[config.mk]
export PLATFORM = sky130hd
export DESIGN_NAME = ray_slab_interval_test_unit
export DESIGN_NICKNAME = d
export VERILOG_FILES = /design/src/rtl/core/rsit_pkg.sv /design/src/rtl/core/rsit_fifo.sv /design/src/rtl/core/rsit_div.sv /design/src/rtl/core/rsit_back.sv /design/src/rtl/core/ray_slab_interval_test_unit.sv
export SDC_FILE = /design/constraint.sdc
export NUM_CORES = 2
export LEC_CHECK = 0
export BUFFER_PORTS_ARGS = -buffer_cell sky130_fd_sc_hd__buf_2
export CAP_MARGIN = 20
export CORE_MARGIN = 8
export CORE_UTILIZATION = 50
export DETAILED_ROUTE_END_ITERATION = 12
export PLACE_DENSITY = 0.77
export SLEW_MARGIN = 20
export SYNTH_ARGS = -nofsm -noshare
export SYNTH_HDL_FRONTEND = slang
export SYNTH_HIERARCHICAL = 1
export SYNTH_SLANG_ARGS = --single-unit
[constraint.sdc]
create_clock -name clk -period 13.5 [get_ports clk]
set_clock_uncertainty 0.1 [all_clocks]
set_input_delay 1.35 -clock clk [delete_from_list [all_inputs] [get_ports clk]]
set_output_delay 1.35 -clock clk [all_outputs]
set_load 0.005 [all_outputs]
[src/rtl/core/rsit_pkg.sv]
package rsit_pkg;

  localparam int unsigned ValW = 32;
  localparam int unsigned IdxW = 4;

  typedef logic signed [ValW-1:0] val_t;

  // One plane as queued between the front and the back.
  typedef struct packed {
    val_t             near_d;
    val_t             far_d;
    val_t             offset;
    val_t             slope;
    logic             first;
    logic             last;
    val_t             entry_start;
    val_t             exit_start;
    logic [IdxW-1:0]  plane_start;
  } plane_t;

  typedef struct packed {
    logic             hit;
    val_t             entry_time;
    val_t             exit_time;
    logic [IdxW-1:0]  entry_plane;
  } result_t;

  typedef enum logic [1:0] {
    ST_IDLE,
    ST_DIV,
    ST_FOLD,
    ST_OUT
  } back_state_t;

endpackage

[src/rtl/core/rsit_fifo.sv]
module rsit_fifo
  import rsit_pkg::*;
#(
  parameter int unsigned DEPTH = 2
) (
  input  logic   clk,
  input  logic   rst,
  input  logic   wr_valid,
  output logic   wr_ready,
  input  plane_t wr_data,
  output logic   rd_valid,
  input  logic   rd_ready,
  output plane_t rd_data
);

  localparam int unsigned AW = (DEPTH > 1) ? $clog2(DEPTH) : 1;

  plane_t mem [DEPTH];
  logic [AW-1:0] wptr;
  logic [AW-1:0] rptr;
  logic [AW:0]   count;
  logic          do_wr;
  logic          do_rd;

  assign wr_ready = (count != (AW+1)'(DEPTH));
  assign rd_valid = (count != '0);
  assign rd_data  = mem[rptr];
  assign do_wr    = wr_valid && wr_ready;
  assign do_rd    = rd_valid && rd_ready;

  always_ff @(posedge clk) begin
    if (do_wr) begin
      mem[wptr] <= wr_data;
    end
  end

  always_ff @(posedge clk) begin
    if (rst) begin
      wptr  <= '0;
      rptr  <= '0;
      count <= '0;
    end else begin
      if (do_wr) begin
        wptr <= (wptr == AW'(DEPTH-1)) ? '0 : wptr + 1'b1;
      end
      if (do_rd) begin
        rptr <= (rptr == AW'(DEPTH-1)) ? '0 : rptr + 1'b1;
      end
      count <= count + (AW+1)'(do_wr) - (AW+1)'(do_rd);
    end
  end

endmodule

[src/rtl/core/rsit_div.sv]
// Signed restoring divider: (distance - offset) * 2^FRAC_BITS / slope, truncated
// toward zero and saturated to 32 bits. One quotient bit per cycle.
module rsit_div
  import rsit_pkg::*;
#(
  parameter int unsigned FRAC_BITS = 16
) (
  input  logic clk,
  input  logic rst,
  input  logic start,
  input  val_t dist_val,
  input  val_t offset,
  input  val_t slope,
  output logic done,
  output val_t quot
);

  localparam int unsigned NW = ValW + 1 + FRAC_BITS;
  localparam int unsigned CW = $clog2(NW + 1);

  logic [NW-1:0] num_mag;
  logic [NW-1:0] quo;
  logic [ValW:0] rem;
  logic [ValW:0] den;
  logic [CW-1:0] cnt;
  logic          neg;
  logic          busy;
  logic [ValW:0] diff;
  logic [ValW+1:0] trial;
  logic [ValW:0] rem_sh;
  logic signed [ValW:0] dsub;

  always_comb begin
    dsub    = {dist_val[ValW-1], dist_val} - {offset[ValW-1], offset};
    num_mag = dsub[ValW] ? NW'(-dsub) << FRAC_BITS : NW'(dsub) << FRAC_BITS;
    rem_sh  = {rem[ValW-1:0], quo[NW-1]};
    trial   = {1'b0, rem_sh} - {1'b0, den};
    diff    = trial[ValW:0];
  end

  always_ff @(posedge clk) begin
    if (rst) begin
      busy <= 1'b0;
      done <= 1'b0;
      cnt  <= '0;
    end else begin
      done <= 1'b0;
      if (start) begin
        busy <= 1'b1;
        cnt  <= CW'(NW);
      end else if (busy) begin
        cnt <= cnt - 1'b1;
        if (cnt == CW'(1)) begin
          busy <= 1'b0;
          done <= 1'b1;
        end
      end
    end
  end

  always_ff @(posedge clk) begin
    if (start) begin
      quo <= num_mag;
      rem <= '0;
      den <= slope[ValW-1] ? -{slope[ValW-1], slope} : {1'b0, slope};
      neg <= dsub[ValW] ^ slope[ValW-1];
    end else if (busy) begin
      if (!trial[ValW+1]) begin
        rem <= diff;
        quo <= {quo[NW-2:0], 1'b1};
      end else begin
        rem <= rem_sh;
        quo <= {quo[NW-2:0], 1'b0};
      end
    end
  end

  always_comb begin
    if (!neg) begin
      quot = (quo > NW'(32'h7FFF_FFFF)) ? val_t'(32'h7FFF_FFFF) : val_t'(quo[ValW-1:0]);
    end else begin
      quot = (quo >= NW'(33'h0_8000_0000)) ? val_t'(32'h8000_0000)
                                           : val_t'(-quo[ValW-1:0]);
    end
  end

endmodule

[src/rtl/core/rsit_back.sv]
module rsit_back
  import rsit_pkg::*;
#(
  parameter int unsigned NUM_PLANES = 7,
  parameter int unsigned FRAC_BITS  = 16
) (
  input  logic    clk,
  input  logic    rst,
  input  logic    in_valid,
  output logic    in_ready,
  input  plane_t  in_data,
  output logic    out_valid,
  input  logic    out_ready,
  output result_t out_data
);

  back_state_t state;
  back_state_t state_next;

  plane_t          cur;
  val_t            run_entry;
  val_t            run_exit;
  logic [IdxW-1:0] run_plane;
  logic [IdxW-1:0] plane_count;
  logic            missed;

  val_t            base_entry;
  val_t            base_exit;
  logic [IdxW-1:0] base_plane;
  logic [IdxW-1:0] base_count;
  logic            base_missed;
  logic            use_plane;

  logic div_start;
  logic dn_done;
  logic df_done;
  val_t tq_n;
  val_t tq_f;
  val_t tn;
  val_t tf;
  val_t ent_new;
  val_t ext_new;
  logic [IdxW-1:0] pl_new;

  logic out_busy;
  logic out_free;
  logic skip_last;
  logic fold_go;
  logic out_set;

  rsit_div #(.FRAC_BITS(FRAC_BITS)) u_div_near (
    .clk(clk), .rst(rst), .start(div_start), .dist_val(in_data.near_d),
    .offset(in_data.offset), .slope(in_data.slope), .done(dn_done), .quot(tq_n)
  );

  rsit_div #(.FRAC_BITS(FRAC_BITS)) u_div_far (
    .clk(clk), .rst(rst), .start(div_start), .dist_val(in_data.far_d),
    .offset(in_data.offset), .slope(in_data.slope), .done(df_done), .quot(tq_f)
  );

  always_comb begin
    base_entry  = in_data.first ? in_data.entry_start : run_entry;
    base_exit   = in_data.first ? in_data.exit_start  : run_exit;
    base_plane  = in_data.first ? in_data.plane_start : run_plane;
    base_count  = in_data.first ? '0 : plane_count;
    base_missed = in_data.first ? 1'b0 : missed;
    use_plane   = !base_missed && (32'(base_count) < NUM_PLANES) && (in_data.slope != '0);
  end

  // A waiting result only holds up a plane that has to write a new one.
  assign out_free  = !out_busy || out_ready;
  assign skip_last = in_data.last && !use_plane;
  assign in_ready  = (state == ST_IDLE) && (!skip_last || out_free);
  assign div_start = in_valid && in_ready && use_plane;
  assign fold_go   = (state == ST_FOLD) && (!cur.last || out_free);
  assign out_set   = (in_valid && in_ready && skip_last) || (fold_go && cur.last);

  always_comb begin
    tn = cur.slope[ValW-1] ? tq_f : tq_n;
    tf = cur.slope[ValW-1] ? tq_n : tq_f;
    ent_new = run_entry;
    pl_new  = run_plane;
    if (tn > run_entry) begin
      ent_new = tn;
      pl_new  = plane_count;
    end
    ext_new = (tf < run_exit) ? tf : run_exit;
  end

  always_comb begin
    state_next = state;
    case (state)
      ST_IDLE: begin
        if (in_valid && in_ready) begin
          if (use_plane) begin
            state_next = ST_DIV;
          end
        end
      end
      ST_DIV: begin
        if (dn_done && df_done) begin
          state_next = ST_FOLD;
        end
      end
      ST_FOLD: begin
        if (fold_go) begin
          state_next = ST_IDLE;
        end
      end
      default: state_next = ST_IDLE;
    endcase
  end

  always_ff @(posedge clk) begin
    if (rst) begin
      state       <= ST_IDLE;
      run_entry   <= '0;
      run_exit    <= '0;
      run_plane   <= '0;
      plane_count <= '0;
      missed      <= 1'b0;
      out_busy    <= 1'b0;
    end else begin
      state    <= state_next;
      out_busy <= out_set || (out_busy && !out_ready);
      if (in_valid && in_ready) begin
        cur         <= in_data;
        run_entry   <= base_entry;
        run_exit    <= base_exit;
        run_plane   <= base_plane;
        missed      <= base_missed;
        if (!use_plane) begin
          plane_count <= (base_count == '1) ? base_count : base_count + 1'b1;
          if (in_data.last) begin
            out_data <= '{!base_missed, base_entry, base_exit, base_plane};
          end
        end else begin
          plane_count <= base_count;
        end
      end else if (fold_go) begin
        run_entry   <= ent_new;
        run_exit    <= ext_new;
        run_plane   <= pl_new;
        missed      <= ent_new > ext_new;
        plane_count <= (plane_count == '1) ? plane_count : plane_count + 1'b1;
        if (cur.last) begin
          out_data <= '{!(ent_new > ext_new), ent_new, ext_new, pl_new};
        end
      end
    end
  end

  assign out_valid = out_busy;

endmodule

[src/rtl/core/ray_slab_interval_test_unit.sv]
// Kay-Kajiya slab test of one ray against a bounding volume, one plane per
// beat. Each input beat carries a slab (near and far distance) and the ray's
// precomputed offset and slope for that plane; the beat flagged first also
// loads the starting entry time, exit time and plane index. A result beat is
// sent after the beat flagged last. Values are signed Q16.16 by default. A
// plane that is used waits on the pair of one-bit-per-cycle dividers that
// form the entry and exit times in parallel; a plane that is skipped (zero
// slope, beyond NUM_PLANES, or after a miss) goes past the dividers. A
// two-beat queue lets the input side keep taking beats while the back end
// divides, and a registered result lets the back end go on while the result
// beat waits to be taken.
module ray_slab_interval_test_unit
  import rsit_pkg::*;
#(
  parameter int unsigned NUM_PLANES = 7,
  parameter int unsigned FRAC_BITS  = 16
) (
  input  logic         clk,
  input  logic         rst,
  input  logic         s_tvalid,
  output logic         s_tready,
  // slab_near, slab_far, ray_offset, ray_slope, entry_start, exit_start,
  // plane_start, zero fill
  input  logic [199:0] s_tdata,
  // first_plane, last_plane
  input  logic [1:0]   s_tuser,
  output logic         m_tvalid,
  input  logic         m_tready,
  // entry_time, exit_time, entry_plane, zero fill
  output logic [71:0]  m_tdata,
  // hit
  output logic         m_tuser
);

  plane_t  in_beat;
  plane_t  q_data;
  logic    q_valid;
  logic    q_ready;
  result_t res;

  // Front: unpack the beat into a plane record.
  always_comb begin
    in_beat.near_d      = s_tdata[31:0];
    in_beat.far_d       = s_tdata[63:32];
    in_beat.offset      = s_tdata[95:64];
    in_beat.slope       = s_tdata[127:96];
    in_beat.entry_start = s_tdata[159:128];
    in_beat.exit_start  = s_tdata[191:160];
    in_beat.plane_start = s_tdata[195:192];
    in_beat.first       = s_tuser[0];
    in_beat.last        = s_tuser[1];
  end

  rsit_fifo #(.DEPTH(2)) u_queue (
    .clk(clk), .rst(rst),
    .wr_valid(s_tvalid), .wr_ready(s_tready), .wr_data(in_beat),
    .rd_valid(q_valid), .rd_ready(q_ready), .rd_data(q_data)
  );

  rsit_back #(.NUM_PLANES(NUM_PLANES), .FRAC_BITS(FRAC_BITS)) u_back (
    .clk(clk), .rst(rst),
    .in_valid(q_valid), .in_ready(q_ready), .in_data(q_data),
    .out_valid(m_tvalid), .out_ready(m_tready), .out_data(res)
  );

  assign m_tdata = {4'b0, res.entry_plane, res.exit_time, res.entry_time};
  assign m_tuser = res.hit;

endmodule
==> metrics.sh <==
NUMBER_OF_BUFFERS_ADDED_ON_PORTS=272
SYNTHESIS.INSTANCES=4615
PLACEMENTROWS=114
INITIAL_CORE_UTILIZATION_PCT=50.4
POSTROUTEWIRELENGTH_MM=128
DRT_ITER0_DRC=3371
CTS_SETUP_BUFFERS=0
ANTENNA_VIOLATIONS_BEFORE_REPAIR=9
DRC=0
AREAGROWTHSYNTHTOFINISH_PCT=10.2
CTS.CLK_SLEW.WORST_PATHS_PS=60
WORST-ENDPOINT-REQUIRED_PS=13890
MET2_WIRELENGTH_FROM_DETAILED_ROUTING_MM=60.9
CP.ARRIVAL_PS=9910
PIN_COUNT_OF_THE_BIGGEST_NET_ENTERING_GLOBAL_ROUTING=155
MAXCAPVIOLCOUNT=0
TIMING.FINAL.HOLD_VIOLATIONS=0
TIMING.HOLD.WORST.CLASS='reg2reg'
FIN_HOLD_WS_PS=375
STARTPOINT_TYPE='flip-flop'
FINAL_LAYOUT_SIZE_SUFFIX_GT1_SHARE_PCT=18.1
DR_WL_MET3_MM=8.33
MAX-VDD-IR-DROP_mV=0.200
SYNTH_CELL_TYPE_COUNT=131
TOP_LEVEL_PINS=281
TIGHTESTPINTRANSITION_PS=1100
FLOORPLAN_DIE_HEIGHT_UM=328
GRT_USE_TOTAL_PCT=22.8
ASYNC_FLOP_SHARE_PCT=0
ROUTE.VIAS.TOTAL=37000
CRITICAL_PATH_CLASS='reg2reg'
CTS_MADE_BUFFERS=85
DIE-WIDTH_UM=328
CTSLONGESTPATHBUFFERS=3
PLACE_HPWL_MM=91.7
CLOCK_LATENCY_PS=660
TRITONCTS='built'
MAPPEDNETLISTAREA_MM2=0.0487
FILLERINSTANCES=8243
MULTI_INPUT_AREA_MM2=0.0242
POWER_DENSITY_mW_PER_MM2=296
SEQUENTIAL_CELL_AREA_MM2=0.0222
ANTENNA_NETS_POST_ROUTE=0
SYNTH_ENABLE_FLOP_CELLS=633
DRT-MET1-WL_MM=52.7
DRTPASS1ITERATIONS=6
CTS_ROOT_BUF='clkbuf_16'
HIGHEST_LAYER_USED_FOR_SIGNAL_ROUTING='met5'
SYNTH_SEQUENTIAL_AREA_RATIO_PCT=45.6
VIA_PER_INST=6.03
SYNTHFLOPTYPE='edfxtp_1'
TIMING.CRITICAL_PATH.FANOUT_MAX=128
FINAL_MAX_SLEW_VIOL_COUNT=0
FIN_NETS=5226
PERIOD_SHARE_PCT=70.5
GRT_FIRST_PASS_WIRELENGTH_MM=197
CLOCK_TREE.HTREE_LEVEL_COUNT=3
PLACE_CONGESTION=0.932
POST_DRT_WL_PER_CELL_UM=20.9
FINALSETUPTNS_PS=0
YOSYSWARNINGCOUNT=6
CRIT_PATH_END_KIND='flip-flop'
NUMBER_OF_GLOBAL_ROUTE_VIAS_BEFORE_REPAIR=35300
STATUS='complete, no violations'
FINAL_CRITICAL_DELAY_INCLUDING_SETUP_AND_EXTERNAL_DELAYS_PS=9520
MAX_CLOCK_FREQ_GHz=0.105
GLOBAL_ROUTE.OVERFLOW_TOTAL=0
DIE_AREA_MM2=0.108
RSZ0062_AT_GRT='false'
STATIC-LEAKAGE-POWER_nW=20.7
POSTCTSHOLDBUFS=0
FINAL-SETUP-VIOL-COUNT=0
CLOCK_SINK_COUNT=794
CTS.REPAIR.RESIZED=0
YS_FF_LATCH=794
CORE-AREA_MM2=0.0967
SYN_AVG_CELL_AREA_UM2=10.6
TIMING.MAX_SLEW.REL_SLACK_PCT=26.7
layout by cell type (no fill, tap or decap), types with 66 or more instances in the layout:
master,instances
a21oi_1,282
nand2_1,304
o21ai_0,201
inv_1,326
edfxtp_1,633
a211oi_1,66
a21o_1,89
nor2b_1,66
ha_1,240
xor2_1,74
mux2i_1,98
mux2_4,102
nor3_1,71
buf_2,271
xnor2_1,133
dfxtp_1,159
nor2_1,354
mux2_2,142
nand3_1,118
clkbuf_16,88
cell type report:
cell class,count,area share (%)
inverter,330,2.32
clock buffer,112,4.36
clock inverter,46,0.801
tap,1276,2.97
timing repair buffer,307,3.12
sequential,794,41.4
multi-input combinational,3258,45.0
antenna,5,0.0233
power by group:
group / total (mW) / leakage, nW / internal, mW / switching (mW)
clock: 2.33 / 1.33 / 1.34 / 0.985
sequential: 4.09 / 7.26 / 3.60 / 0.490
combinational: 9.50 / 12.1 / 3.68 / 5.82
total: 15.9 / 20.7 / 8.63 / 7.29
worst max-delay path, cell delays in order, from the launching register on:
cell,delay [ps]
edfxtp_1,560
nor4_1,330
nand4_1,140
nor4_1,480
nand2b_1,570
inv_1,450
nand2_1,700
o311ai_0,1170
mux2i_1,420
inv_1,210
ha_1,250
nand2_1,80
o21ai_0,100
a221o_1,350
o31a_1,340
o21ai_4,740
buf_12,450
nor2_1,110
a21oi_1,220
ha_1,290
a21o_1,180
a21o_1,170
a21oi_1,150
o21a_1,130
o221ai_1,150
a21o_1,200
a32oi_1,160
registers in the layout, summed over array words and instances, names as in the netlist, 2 cells and up, named ones only:
name,flops
u_back/state,2
u_back/u_div_near/den,33
u_back/u_div_near/quo,49
u_back/plane_count,4
u_back/u_div_far/cnt,6
u_back/run_exit,32
u_queue/count,2
u_back/out_data,69
u_back/run_plane,4
u_back/run_entry,32
u_back/u_div_near/rem,32
u_queue/mem,396
u_back/u_div_far/den,33
u_back/u_div_far/rem,32
u_back/u_div_far/quo,49
u_back/u_div_near/cnt,6
u_back/cur,2
synth_stat cells (all sizes together), types with 44 or more instances:
library cell | number | area [um^2]
edfxtp | 633 | 19000
nand3 | 119 | 601
a21o | 91 | 692
nor2 | 362 | 1370
buf | 94 | 646
nor3 | 75 | 408
ha | 240 | 3000
mux2i | 98 | 981
xnor2 | 133 | 1160
a211oi | 68 | 521
nand4 | 59 | 382
xor2 | 76 | 681
mux2 | 245 | 3140
a21oi | 287 | 1460
o311ai | 69 | 604
nand2 | 304 | 1140
nor4 | 48 | 325
dfxtp | 161 | 3220
clkbuf | 142 | 573
nor2b | 66 | 413
inv | 329 | 1230
or3 | 44 | 315
o21ai | 225 | 1150
through the flow:
step	cells	setup slack (ps)	total power [mW]	util [%]	instance area [um^2]
3_3_place_gp	5964	4300	13.2	52.6	50900
6_report	6128	3980	15.9	55.5	53700
2_1_floorplan	4618	5760	11.3	-	48800
3_5_place_dp	5965	4230	13.4	52.7	50900
4_1_cts	6123	4190	15.8	55.5	53700
5_1_grt	6125	3450	17.0	55.5	53700
layer usage:
metal / vias to the layer above / global-route usage, %
li1: 17600 / -
met1: 17700 / 29.0
met2: 1349 / 37.9
met3: 281 / 4.05
met4: 6 / 10.2
met5: - / 0
final timing paths:
path / startpoint / endpoint / slack (ps) / cells past startpoint
setup / recovery: u_back/u_div_near/quo[48]$_DFFE_PP_ / u_back/out_data[68]$_DFFE_PP_ / 3980 / 26
hold / removal: u_back/u_div_far/rem[31]$_SDFFE_PP0P_ / u_back/u_div_far/rem[31]$_SDFFE_PP0P_ / 370 / 2
setup reg to reg: u_back/u_div_near/quo[48]$_DFFE_PP_ / u_back/out_data[68]$_DFFE_PP_ / 3980 / 26
hold reg to reg: u_back/u_div_far/rem[31]$_SDFFE_PP0P_ / u_back/u_div_far/rem[31]$_SDFFE_PP0P_ / 370 / 2
cell families after synthesis:
logic type	count (synthesis)	share of synthesized area (%)
AO/OA/AOI/OAI	1169	17.4
AND/OR/NAND/NOR	1287	13.4
XOR/XNOR	209	3.79
flip-flops	794	45.6
other	3	0.0231
adder cells (fa/ha/maj)	244	6.32
multiplexers	343	8.46
buffers and inverters	566	5.04
Power figures use the tool's default switching activity.
